$ cat src/sv/sfab_pkg.sv
// ----------------------------------------------------------------------------
// sfab_pkg: shared types and constants of the seam feather alpha blend core
// Holds the input and result word layouts, the configuration register map and
// the fixed widths that every stage of the pipeline agrees on.
// ----------------------------------------------------------------------------
package sfab_pkg;

    localparam int POS_W      = 12;
    localparam int DIM_W      = 13;
    localparam int BAND_W     = 8;
    localparam int CH_W       = 8;
    localparam int CFG_IDX_W  = 2;
    localparam int CFG_DATA_W = 13;

    // Largest region dimension honored; larger values are taken as this one.
    localparam int MAX_DIM = 4096;
    localparam logic [DIM_W-1:0] DIM_CAP =
        (MAX_DIM >= 8191) ? 13'h1FFF : 13'(MAX_DIM);

    // Quotient digits resolved by one stage of the weight divider.
    localparam int DIV_DIGITS_PER_STAGE = 4;

    typedef enum logic [CFG_IDX_W-1:0] {
        CFG_REGION_WIDTH  = 2'd0,
        CFG_REGION_HEIGHT = 2'd1,
        CFG_BLEND_BAND    = 2'd2
    } cfg_idx_t;

    typedef struct packed {
        logic [DIM_W-1:0]  region_width;
        logic [DIM_W-1:0]  region_height;
        logic [BAND_W-1:0] blend_band;
    } cfg_t;

    typedef struct packed {
        logic [POS_W-1:0] pixel_col;
        logic [POS_W-1:0] pixel_row;
        logic [CH_W-1:0]  tile_blue;
        logic [CH_W-1:0]  tile_green;
        logic [CH_W-1:0]  tile_red;
        logic [CH_W-1:0]  mosaic_blue;
        logic [CH_W-1:0]  mosaic_green;
        logic [CH_W-1:0]  mosaic_red;
    } pix_in_t;

    typedef struct packed {
        logic [CH_W-1:0] out_blue;
        logic [CH_W-1:0] out_green;
        logic [CH_W-1:0] out_red;
    } pix_out_t;

    // Per-pixel decisions made at the front of the pipeline.
    typedef struct packed {
        logic outside;  // position lies outside the region: keep mosaic
        logic copy;     // band of zero: copy tile
        logic full_x;   // horizontal weight is exactly one
        logic full_y;   // vertical weight is exactly one
    } flags_t;

    typedef struct packed {
        flags_t  flags;
        pix_in_t pix;
    } carry_t;

endpackage

$ cat src/sv/sfab_cfg_regs.sv
// ----------------------------------------------------------------------------
// sfab_cfg_regs: configuration register file
// Holds region width, region height and blend band; writes to indexes beyond
// the map are dropped.
// ----------------------------------------------------------------------------
module sfab_cfg_regs
(
    input  logic                             clk,
    input  logic                             rst_n,
    input  logic                             wr_en,
    input  logic [sfab_pkg::CFG_IDX_W-1:0]   wr_index,
    input  logic [sfab_pkg::CFG_DATA_W-1:0]  wr_data,
    output sfab_pkg::cfg_t                   cfg
);

    sfab_pkg::cfg_t cfg_reg;
    sfab_pkg::cfg_t cfg_next;

    always_comb
    begin
        cfg_next = cfg_reg;
        if (wr_en)
        begin
            case (wr_index)
                sfab_pkg::CFG_REGION_WIDTH:  cfg_next.region_width  = wr_data;
                sfab_pkg::CFG_REGION_HEIGHT: cfg_next.region_height = wr_data;
                sfab_pkg::CFG_BLEND_BAND:    cfg_next.blend_band    =
                                                 wr_data[sfab_pkg::BAND_W-1:0];
                default:                     cfg_next = cfg_reg;
            endcase
        end
    end

    always_ff @(posedge clk or negedge rst_n)
    begin
        if (!rst_n)
        begin
            cfg_reg.region_width  <= 13'd640;
            cfg_reg.region_height <= 13'd480;
            cfg_reg.blend_band    <= 8'd8;
        end
        else
        begin
            cfg_reg <= cfg_next;
        end
    end

    assign cfg = cfg_reg;

endmodule

$ cat src/sv/sfab_axis_div.sv
// ----------------------------------------------------------------------------
// sfab_axis_div: pipelined ramp weight divider
// Computes (ramp_dist * 2^FRAC_BITS + band/2) / band for ramp_dist <= band,
// DIV_DIGITS_PER_STAGE restoring quotient digits per stage.
// ----------------------------------------------------------------------------
module sfab_axis_div
#(
    parameter int FRAC_BITS = 16,
    parameter int N_STAGES  = 4
)
(
    input  logic                         clk,
    input  logic [N_STAGES-1:0]          en,
    input  logic [sfab_pkg::BAND_W-1:0]  ramp_dist,
    input  logic [sfab_pkg::BAND_W-1:0]  band,
    output logic [FRAC_BITS:0]           quot
);

    localparam int DPS = sfab_pkg::DIV_DIGITS_PER_STAGE;
    localparam int BW  = sfab_pkg::BAND_W;

    logic [BW-1:0]      rem_reg  [N_STAGES];
    logic [FRAC_BITS:0] q_reg    [N_STAGES];
    logic [BW-1:0]      band_reg [N_STAGES-1];

    for (genvar s = 0; s < N_STAGES; s++)
    begin : g_stage
        localparam int FIRST = s * DPS;
        localparam int CNT   = ((FRAC_BITS - FIRST) < DPS) ? (FRAC_BITS - FIRST) : DPS;

        logic [BW-1:0]        rem_in;
        logic [FRAC_BITS:0]   q_in;
        logic [BW-1:0]        band_in;
        logic [BW-1:0]        rem_next;
        logic [FRAC_BITS:0]   q_next;
        logic [FRAC_BITS-1:0] half_bits;
        logic [BW:0]          trial;
        logic                 q_bit;

        if (s == 0)
        begin : g_head
            // Leading digit: ramp_dist never exceeds band, so it is one only on
            // equality.
            always_comb
            begin
                band_in = band;
                if (ramp_dist == band)
                begin
                    rem_in = '0;
                    q_in   = {{FRAC_BITS{1'b0}}, 1'b1};
                end
                else
                begin
                    rem_in = ramp_dist;
                    q_in   = '0;
                end
            end
        end
        else
        begin : g_body
            assign band_in = band_reg[s-1];
            assign rem_in  = rem_reg[s-1];
            assign q_in    = q_reg[s-1];
        end

        // The low dividend bits are band/2, which provides the half-up rounding.
        always_comb
        begin
            half_bits = {{(FRAC_BITS-BW+1){1'b0}}, band_in[BW-1:1]} << FIRST;
            rem_next  = rem_in;
            q_next    = q_in;
            trial     = '0;
            q_bit     = 1'b0;
            for (int t = 0; t < CNT; t++)
            begin
                trial     = {rem_next, half_bits[FRAC_BITS-1]};
                half_bits = half_bits << 1;
                q_bit     = (trial >= {1'b0, band_in});
                if (q_bit)
                begin
                    trial = trial - {1'b0, band_in};
                end
                rem_next = trial[BW-1:0];
                q_next   = {q_next[FRAC_BITS-1:0], q_bit};
            end
        end

        always_ff @(posedge clk)
        begin
            if (en[s])
            begin
                rem_reg[s] <= rem_next;
                q_reg[s]   <= q_next;
            end
        end

        if (s < N_STAGES - 1)
        begin : g_band
            always_ff @(posedge clk)
            begin
                if (en[s])
                begin
                    band_reg[s] <= band_in;
                end
            end
        end
    end

    assign quot = q_reg[N_STAGES-1];

endmodule

$ cat src/sv/sfab_blend_mix.sv
// ----------------------------------------------------------------------------
// sfab_blend_mix: alpha select, channel products and final pixel
// Three register stages: smaller weight, the six unrounded products, and the
// rounded, saturated sum or pass-through pixel.
// ----------------------------------------------------------------------------
module sfab_blend_mix
#(
    parameter int FRAC_BITS = 16
)
(
    input  logic                clk,
    input  logic [2:0]          en,
    input  sfab_pkg::carry_t    carry,
    input  logic [FRAC_BITS:0]  quot_x,
    input  logic [FRAC_BITS:0]  quot_y,
    output sfab_pkg::pix_out_t  result
);

    localparam int CW = sfab_pkg::CH_W;
    localparam int PW = FRAC_BITS + CW + 1;
    localparam logic [FRAC_BITS:0] ALPHA_ONE  = {1'b1, {FRAC_BITS{1'b0}}};
    localparam logic [PW-1:0]      ALPHA_HALF = PW'(1) << (FRAC_BITS - 1);

    sfab_pkg::carry_t   carry_a_reg;
    sfab_pkg::carry_t   carry_b_reg;
    logic [FRAC_BITS:0] alpha_reg;
    logic [FRAC_BITS:0] alpha_next;
    logic [PW-1:0]      pt_reg   [3];
    logic [PW-1:0]      pm_reg   [3];
    logic [CW-1:0]      tile_ch  [3];
    logic [CW-1:0]      mos_ch   [3];
    logic [CW-1:0]      mix_ch   [3];
    sfab_pkg::pix_out_t result_reg;
    sfab_pkg::pix_out_t result_next;

    always_comb
    begin
        logic [FRAC_BITS:0] ax;
        logic [FRAC_BITS:0] ay;
        ax = carry.flags.full_x ? ALPHA_ONE : quot_x;
        ay = carry.flags.full_y ? ALPHA_ONE : quot_y;
        alpha_next = (ay < ax) ? ay : ax;
    end

    always_ff @(posedge clk)
    begin
        if (en[0])
        begin
            carry_a_reg <= carry;
            alpha_reg   <= alpha_next;
        end
    end

    assign tile_ch[0] = carry_a_reg.pix.tile_blue;
    assign tile_ch[1] = carry_a_reg.pix.tile_green;
    assign tile_ch[2] = carry_a_reg.pix.tile_red;
    assign mos_ch[0]  = carry_a_reg.pix.mosaic_blue;
    assign mos_ch[1]  = carry_a_reg.pix.mosaic_green;
    assign mos_ch[2]  = carry_a_reg.pix.mosaic_red;

    always_ff @(posedge clk)
    begin
        if (en[1])
        begin
            carry_b_reg <= carry_a_reg;
            for (int c = 0; c < 3; c++)
            begin
                pt_reg[c] <= PW'(alpha_reg) * PW'(tile_ch[c]);
                pm_reg[c] <= PW'(ALPHA_ONE - alpha_reg) * PW'(mos_ch[c]);
            end
        end
    end

    // Each product rounds half up on its own before the two are summed.
    always_comb
    begin
        logic [PW-1:0] rt;
        logic [PW-1:0] rm;
        logic [CW+1:0] sum;
        rt  = '0;
        rm  = '0;
        sum = '0;
        for (int c = 0; c < 3; c++)
        begin
            rt  = pt_reg[c] + ALPHA_HALF;
            rm  = pm_reg[c] + ALPHA_HALF;
            sum = {1'b0, rt[PW-1:FRAC_BITS]} + {1'b0, rm[PW-1:FRAC_BITS]};
            mix_ch[c] = (sum > (CW+2)'(255)) ? {CW{1'b1}} : sum[CW-1:0];
        end
    end

    always_comb
    begin
        if (carry_b_reg.flags.outside)
        begin
            result_next.out_blue  = carry_b_reg.pix.mosaic_blue;
            result_next.out_green = carry_b_reg.pix.mosaic_green;
            result_next.out_red   = carry_b_reg.pix.mosaic_red;
        end
        else if (carry_b_reg.flags.copy)
        begin
            result_next.out_blue  = carry_b_reg.pix.tile_blue;
            result_next.out_green = carry_b_reg.pix.tile_green;
            result_next.out_red   = carry_b_reg.pix.tile_red;
        end
        else
        begin
            result_next.out_blue  = mix_ch[0];
            result_next.out_green = mix_ch[1];
            result_next.out_red   = mix_ch[2];
        end
    end

    always_ff @(posedge clk)
    begin
        if (en[2])
        begin
            result_reg <= result_next;
        end
    end

    assign result = result_reg;

endmodule

$ cat src/sv/seam_feather_alpha_blend_core.sv
// ----------------------------------------------------------------------------
// seam_feather_alpha_blend_core: linear feather blend at right and bottom seams
// Blends each tile pixel into the mosaic pixel under it, with an alpha that
// ramps down linearly across the right and bottom blend bands of the region.
// ----------------------------------------------------------------------------
//
//  Channel   Handshake               Word
//  --------  ----------------------  ---------------------------------------
//  pixel     pixel_valid/stall  in   position, tile BGR and mosaic BGR
//  result    result_valid/stall out  blended BGR
//  cfg       cfg_valid/ready    in   register index and write data
//
// The core takes one word per clock cycle unless the pipeline is full and the
// result side stalls. A front stage feeds N_DIV = ceil(ALPHA_FRAC_BITS / 4)
// stages of the weight divider, which resolves four quotient digits per stage.
// Reset clears every valid bit and loads width 640, height 480 and band 8.
// A stall on the result side holds the last stage; earlier stages keep moving
// until they meet a full stage, so bubbles are squeezed out and nothing is lost
// or repeated. The config port is always ready.
//
module seam_feather_alpha_blend_core
#(
    parameter int ALPHA_FRAC_BITS = 16
)
(
    input  logic                              clk,
    input  logic                              rst_n,
    input  logic                              pixel_valid,
    output logic                              pixel_stall,
    input  sfab_pkg::pix_in_t                 pixel,
    output logic                              result_valid,
    input  logic                              result_stall,
    output sfab_pkg::pix_out_t                result,
    input  logic                              cfg_valid,
    output logic                              cfg_ready,
    input  logic [sfab_pkg::CFG_IDX_W-1:0]    cfg_index,
    input  logic [sfab_pkg::CFG_DATA_W-1:0]   cfg_data
);

    localparam int F      = ALPHA_FRAC_BITS;
    localparam int DPS    = sfab_pkg::DIV_DIGITS_PER_STAGE;
    localparam int N_DIV  = (F + DPS - 1) / DPS;
    // Front stage, divider stages, then three mixing stages.
    localparam int N_TOT  = N_DIV + 4;
    localparam int DW     = sfab_pkg::DIM_W;
    localparam int BW     = sfab_pkg::BAND_W;

    sfab_pkg::cfg_t cfg;

    logic [N_TOT-1:0] valid_reg;
    logic [N_TOT-1:0] valid_next;
    logic [N_TOT:0]   ready;

    sfab_pkg::carry_t carry_reg [N_DIV+1];
    sfab_pkg::carry_t carry_next;

    logic [BW-1:0] dist_x_reg;
    logic [BW-1:0] dist_y_reg;
    logic [BW-1:0] band_x_reg;
    logic [BW-1:0] band_y_reg;
    logic [BW-1:0] dist_x_next;
    logic [BW-1:0] dist_y_next;
    logic [BW-1:0] band_x_next;
    logic [BW-1:0] band_y_next;

    logic [F:0] quot_x;
    logic [F:0] quot_y;

    assign cfg_ready = 1'b1;

    sfab_cfg_regs u_cfg_regs
    (
        .clk      (clk),
        .rst_n    (rst_n),
        .wr_en    (cfg_valid && cfg_ready),
        .wr_index (cfg_index),
        .wr_data  (cfg_data),
        .cfg      (cfg)
    );

    // A stage may load when it is empty or when the stage after it moves on.
    always_comb
    begin
        ready[N_TOT] = !result_stall;
        for (int k = N_TOT - 1; k >= 0; k--)
        begin
            ready[k] = !valid_reg[k] || ready[k+1];
        end
    end

    always_comb
    begin
        for (int k = 0; k < N_TOT; k++)
        begin
            if (!ready[k])
            begin
                valid_next[k] = valid_reg[k];
            end
            else if (k == 0)
            begin
                valid_next[k] = pixel_valid;
            end
            else
            begin
                valid_next[k] = valid_reg[k-1];
            end
        end
    end

    always_ff @(posedge clk or negedge rst_n)
    begin
        if (!rst_n)
        begin
            valid_reg <= '0;
        end
        else
        begin
            valid_reg <= valid_next;
        end
    end

    assign pixel_stall  = !ready[0];
    assign result_valid = valid_reg[N_TOT-1];

    // Front stage: clamp the region, size both bands, and decide which pixels
    // bypass the ramp. Inside the region, the distance to the far edge is at
    // least one, so a band of zero or a distance past the band means weight one.
    always_comb
    begin
        logic [DW-1:0]   w;
        logic [DW-1:0]   h;
        logic [DW-2:0]   half_w;
        logic [DW-2:0]   half_h;
        logic [DW-1:0]   dx;
        logic [DW-1:0]   dy;
        w      = (cfg.region_width  > sfab_pkg::DIM_CAP) ? sfab_pkg::DIM_CAP
                                                         : cfg.region_width;
        h      = (cfg.region_height > sfab_pkg::DIM_CAP) ? sfab_pkg::DIM_CAP
                                                         : cfg.region_height;
        half_w = w[DW-1:1];
        half_h = h[DW-1:1];
        band_x_next = ({{(DW-1-BW){1'b0}}, cfg.blend_band} < half_w) ? cfg.blend_band
                                                                     : half_w[BW-1:0];
        band_y_next = ({{(DW-1-BW){1'b0}}, cfg.blend_band} < half_h) ? cfg.blend_band
                                                                     : half_h[BW-1:0];
        dx = w - {1'b0, pixel.pixel_col};
        dy = h - {1'b0, pixel.pixel_row};
        dist_x_next = dx[BW-1:0];
        dist_y_next = dy[BW-1:0];

        carry_next.pix           = pixel;
        carry_next.flags.outside = ({1'b0, pixel.pixel_col} >= w) ||
                                   ({1'b0, pixel.pixel_row} >= h);
        carry_next.flags.copy    = (cfg.blend_band == '0);
        carry_next.flags.full_x  = (band_x_next == '0) ||
                                   (dx > {{(DW-BW){1'b0}}, band_x_next});
        carry_next.flags.full_y  = (band_y_next == '0) ||
                                   (dy > {{(DW-BW){1'b0}}, band_y_next});
    end

    always_ff @(posedge clk)
    begin
        if (ready[0])
        begin
            carry_reg[0] <= carry_next;
            dist_x_reg   <= dist_x_next;
            dist_y_reg   <= dist_y_next;
            band_x_reg   <= band_x_next;
            band_y_reg   <= band_y_next;
        end
    end

    // The pixel and its flags ride alongside the divider stages.
    for (genvar k = 1; k <= N_DIV; k++)
    begin : g_carry
        always_ff @(posedge clk)
        begin
            if (ready[k])
            begin
                carry_reg[k] <= carry_reg[k-1];
            end
        end
    end

    sfab_axis_div
    #(
        .FRAC_BITS (F),
        .N_STAGES  (N_DIV)
    )
    u_div_x
    (
        .clk       (clk),
        .en        (ready[N_DIV:1]),
        .ramp_dist (dist_x_reg),
        .band      (band_x_reg),
        .quot      (quot_x)
    );

    sfab_axis_div
    #(
        .FRAC_BITS (F),
        .N_STAGES  (N_DIV)
    )
    u_div_y
    (
        .clk       (clk),
        .en        (ready[N_DIV:1]),
        .ramp_dist (dist_y_reg),
        .band      (band_y_reg),
        .quot      (quot_y)
    );

    sfab_blend_mix
    #(
        .FRAC_BITS (F)
    )
    u_mix
    (
        .clk    (clk),
        .en     (ready[N_DIV+3:N_DIV+1]),
        .carry  (carry_reg[N_DIV]),
        .quot_x (quot_x),
        .quot_y (quot_y),
        .result (result)
    );

endmodule

$ cat config.mk
export PLATFORM = sky130hd
export DESIGN_NAME = seam_feather_alpha_blend_core
export DESIGN_NICKNAME = d
export VERILOG_FILES = /design/src/sv/sfab_pkg.sv /design/src/sv/sfab_cfg_regs.sv /design/src/sv/sfab_axis_div.sv /design/src/sv/sfab_blend_mix.sv /design/src/sv/seam_feather_alpha_blend_core.sv
export SDC_FILE = /design/constraint.sdc
export NUM_CORES = 2
export LEC_CHECK = 0
export ABC_AREA = 1
export BUFFER_PORTS_ARGS = -buffer_cell sky130_fd_sc_hd__buf_4
export CORE_MARGIN = 8
export CORE_UTILIZATION = 25
export DETAILED_ROUTE_END_ITERATION = 8
export PLACE_DENSITY = 0.49
export SYNTH_ARGS = -nofsm -noshare
export SYNTH_HDL_FRONTEND = slang
export SYNTH_SLANG_ARGS = --single-unit
$ cat constraint.sdc
create_clock -name clk -period 17.5 [get_ports clk]
set_clock_uncertainty 0.15 [all_clocks]
set_input_delay 0.875 -clock clk [delete_from_list [all_inputs] [get_ports clk]]
set_output_delay 0.875 -clock clk [all_outputs]
set_load 0.05 [all_outputs]
==> impl_metrics.toml <==
[status]
status = "complete, no violations"

[yosys]
synth-seq-area-share = 0.3198
ys.warnings.count = 0
synth_enable_flop_cells = 677
synth_cells = 7605
synth_area_per_cell_um2 = 8.795
synth_flop_cell = "edfxtp_1"
synth_async_sr_flop_share = 0.05841
synth_cell_types = 73
synth_nets = 8881
postSynthRegisterBits = 719
syn_area_um2 = 66880

[worst_setup_path]
critical_path_class = "register to register"
cp.depth = 49
worstPathMaxFanout = 12
crit_path_max_incr_delay_ns = 0.64
r2r-end = "u_div_y.rem_reg[0][1]$_DFFE_PP_"
cp.arrival_ns = 9.00
cp_top_family = "compound AO/OA/AOI/OAI gates"
critPathCaptureType = "register"
cp.buffers_inverters = 7
worstPathRequired_ns = 17.92
critPathLaunchType = "register"
ff2ff_setup_slack_ns = 8.93
reg2reg_from = "band_y_reg[0]$_DFFE_PN_"
cp_slowest_cell = "edfxtp_1"
cp_common_cell = "nand2_1"
worst_r2r_path_depth = 49

[floorplan]
die-area_um2 = 284300
die_x_um = 533.2
rows = 190
initial_core_util = 0.2505
die_h_um = 533.2
ios = 119
core_um2 = 267000

[clock_tree]
clock_sinks = 719
cts_resized = 0
cts_buffer_depth = 3
cts-hold-fix-buffers = 1
cts_setup_buffers = 0
cts_tree = "done"
path_clk_slew_ns = 0.06
htreeDepth = 3
clkLatencyLatePin_ns = 0.70
cts_buffers = 88
cts-root-buf = "clkbuf_16"

[timing]
rsz0062_at_grt = "no"
period_minus_slack_ns = 8.573
slew_violations = 0
max_freq_mhz = 116.6
worst_pin_slew_ns = 1.050
tns_ns = 0
finalCritPeriodShare = 0.4899
relSlewSlack = 0.3002
hold_viol_final = 0
setup_viol = 0

[route]
vias_per_cell = 4.372
wl_per_cell_um = 15.33
drt_wl_total_um = 172800
dr.pass1.iters = 5
route.detailed.drc = 0
num_vias = 49290
antenna_left = 0
drt_iter0_markers = 2666

[cells_and_area]
syn2layout_area_growth_pct = 11.51
fill_cells = 28270
largest_register_ffs = 260
final_cell_mix = "1,897 x nand2_1, 1,418 x inv_1, 677 x edfxtp_1"
drive_above_1_share = 0.06215
fin_nets = 8935
final_common_cell = "nand2_1"

[global_routing]
antenna_found_initial = 3
grt_max_degree = 73
grt_remaining_overflow = 0
grt_pass1_vias = 52020
grt.total_usage = 0.1208
grt_pass1_wl_um = 279700

[min_path]
min_path_cells = 1
hold_start = "pixel[43]"
whs_endpoint = "carry_reg[0][43]$_DFFE_PN_"
worst_hold_path_type = "input port to register"

[place]
port-buffer-count = 117
dp_hpwl_um = 133500
gp_congestion = 0.8714

[flow_run]
drv_cap = 0
final cells by class:
class / instances / area, µm² / share of cell area
Clock inverter: 52 / 580.6 / 0.007784
Sequential cell: 719 / 21390 / 0.2868
Timing Repair Buffer: 165 / 1241 / 0.01664
Multi-Input combinational cell: 5237 / 39170 / 0.5251
Tap cell: 3552 / 4444 / 0.05959
Inverter: 1448 / 5473 / 0.07338
Antenna cell: 1 / 2.502 / 0.00003355
Clock buffer: 102 / 2286 / 0.03065
cells by family after synthesis:
logic type      after synthesis  synth area share
other cells                   1        0.00005607
simple gates               2894            0.1814
compound gates              832           0.06985
fa+ha+maj                  1184            0.2911
buf+inv                    1649           0.09468
mux                           1         0.0001684
xor+xnor                    325           0.04297
flops                       719            0.3198
cell usage after synthesis, drive strengths merged, types with 101 or more instances:
master	count	area, µm²
a21oi	406	2073
clkbuf	143	536.8
edfxtp	677	20330
fa	620	12410
ha	564	7057
inv	1446	5448
nand2	1936	7402
nand3	224	1301
nor2	516	2058
o21ai	276	1438
xnor2	101	884.6
xor2	222	1944
worst max-delay path by stage:
stage,start,end,slack [ns]
global placement,band_y_reg[0]$_DFFE_PN_,u_div_y.rem_reg[0][7]$_DFFE_PP_,8.87
CTS,band_y_reg[0]$_DFFE_PN_,u_div_y.rem_reg[0][6]$_DFFE_PP_,8.93
global route,band_y_reg[0]$_DFFE_PN_,u_div_y.rem_reg[0][4]$_DFFE_PP_,7.99
floorplan,result_stall,band_x_reg[0]$_DFFE_PN_,0.64
finish,band_y_reg[0]$_DFFE_PN_,u_div_y.rem_reg[0][1]$_DFFE_PP_,8.93
detailed placement,band_y_reg[0]$_DFFE_PN_,u_div_y.rem_reg[0][6]$_DFFE_PP_,8.93
through the flow:
step           setup WS [ns]    util  cell area, µm²  cells  hold WS (ns)
6_report               8.927  0.2794           74580  11280        0.1996
2_1_floorplan         0.6441       -           66880   7605        0.2503
3_5_place_dp           8.930  0.2686           71700  11120        0.2545
3_3_place_gp           8.869  0.2686           71700  11120        0.2518
4_1_cts                8.928  0.2794           74580  11280        0.1186
5_1_grt                7.985  0.2794           74580  11280        0.1458
worst reg2reg max path: cells and delay by family (launching register included):
kind,cells,cell delay [ns]
simple gates,25,2.68
compound gates,12,2.68
fa+ha+maj,5,1.52
buf+inv,7,0.81
flops,1,0.64
routing by layer:
layer  share of wire  up-vias  track usage
met5        0.000075        -            0
met3           0.035      258      0.01489
met4           0.033        2      0.03893
met2            0.49      888       0.2174
met1            0.44    23970       0.1498
li1                -    24180            -
Power is not shown: default switching activity piles up to over one toggle a cycle in this logic, so the estimate is an artifact.
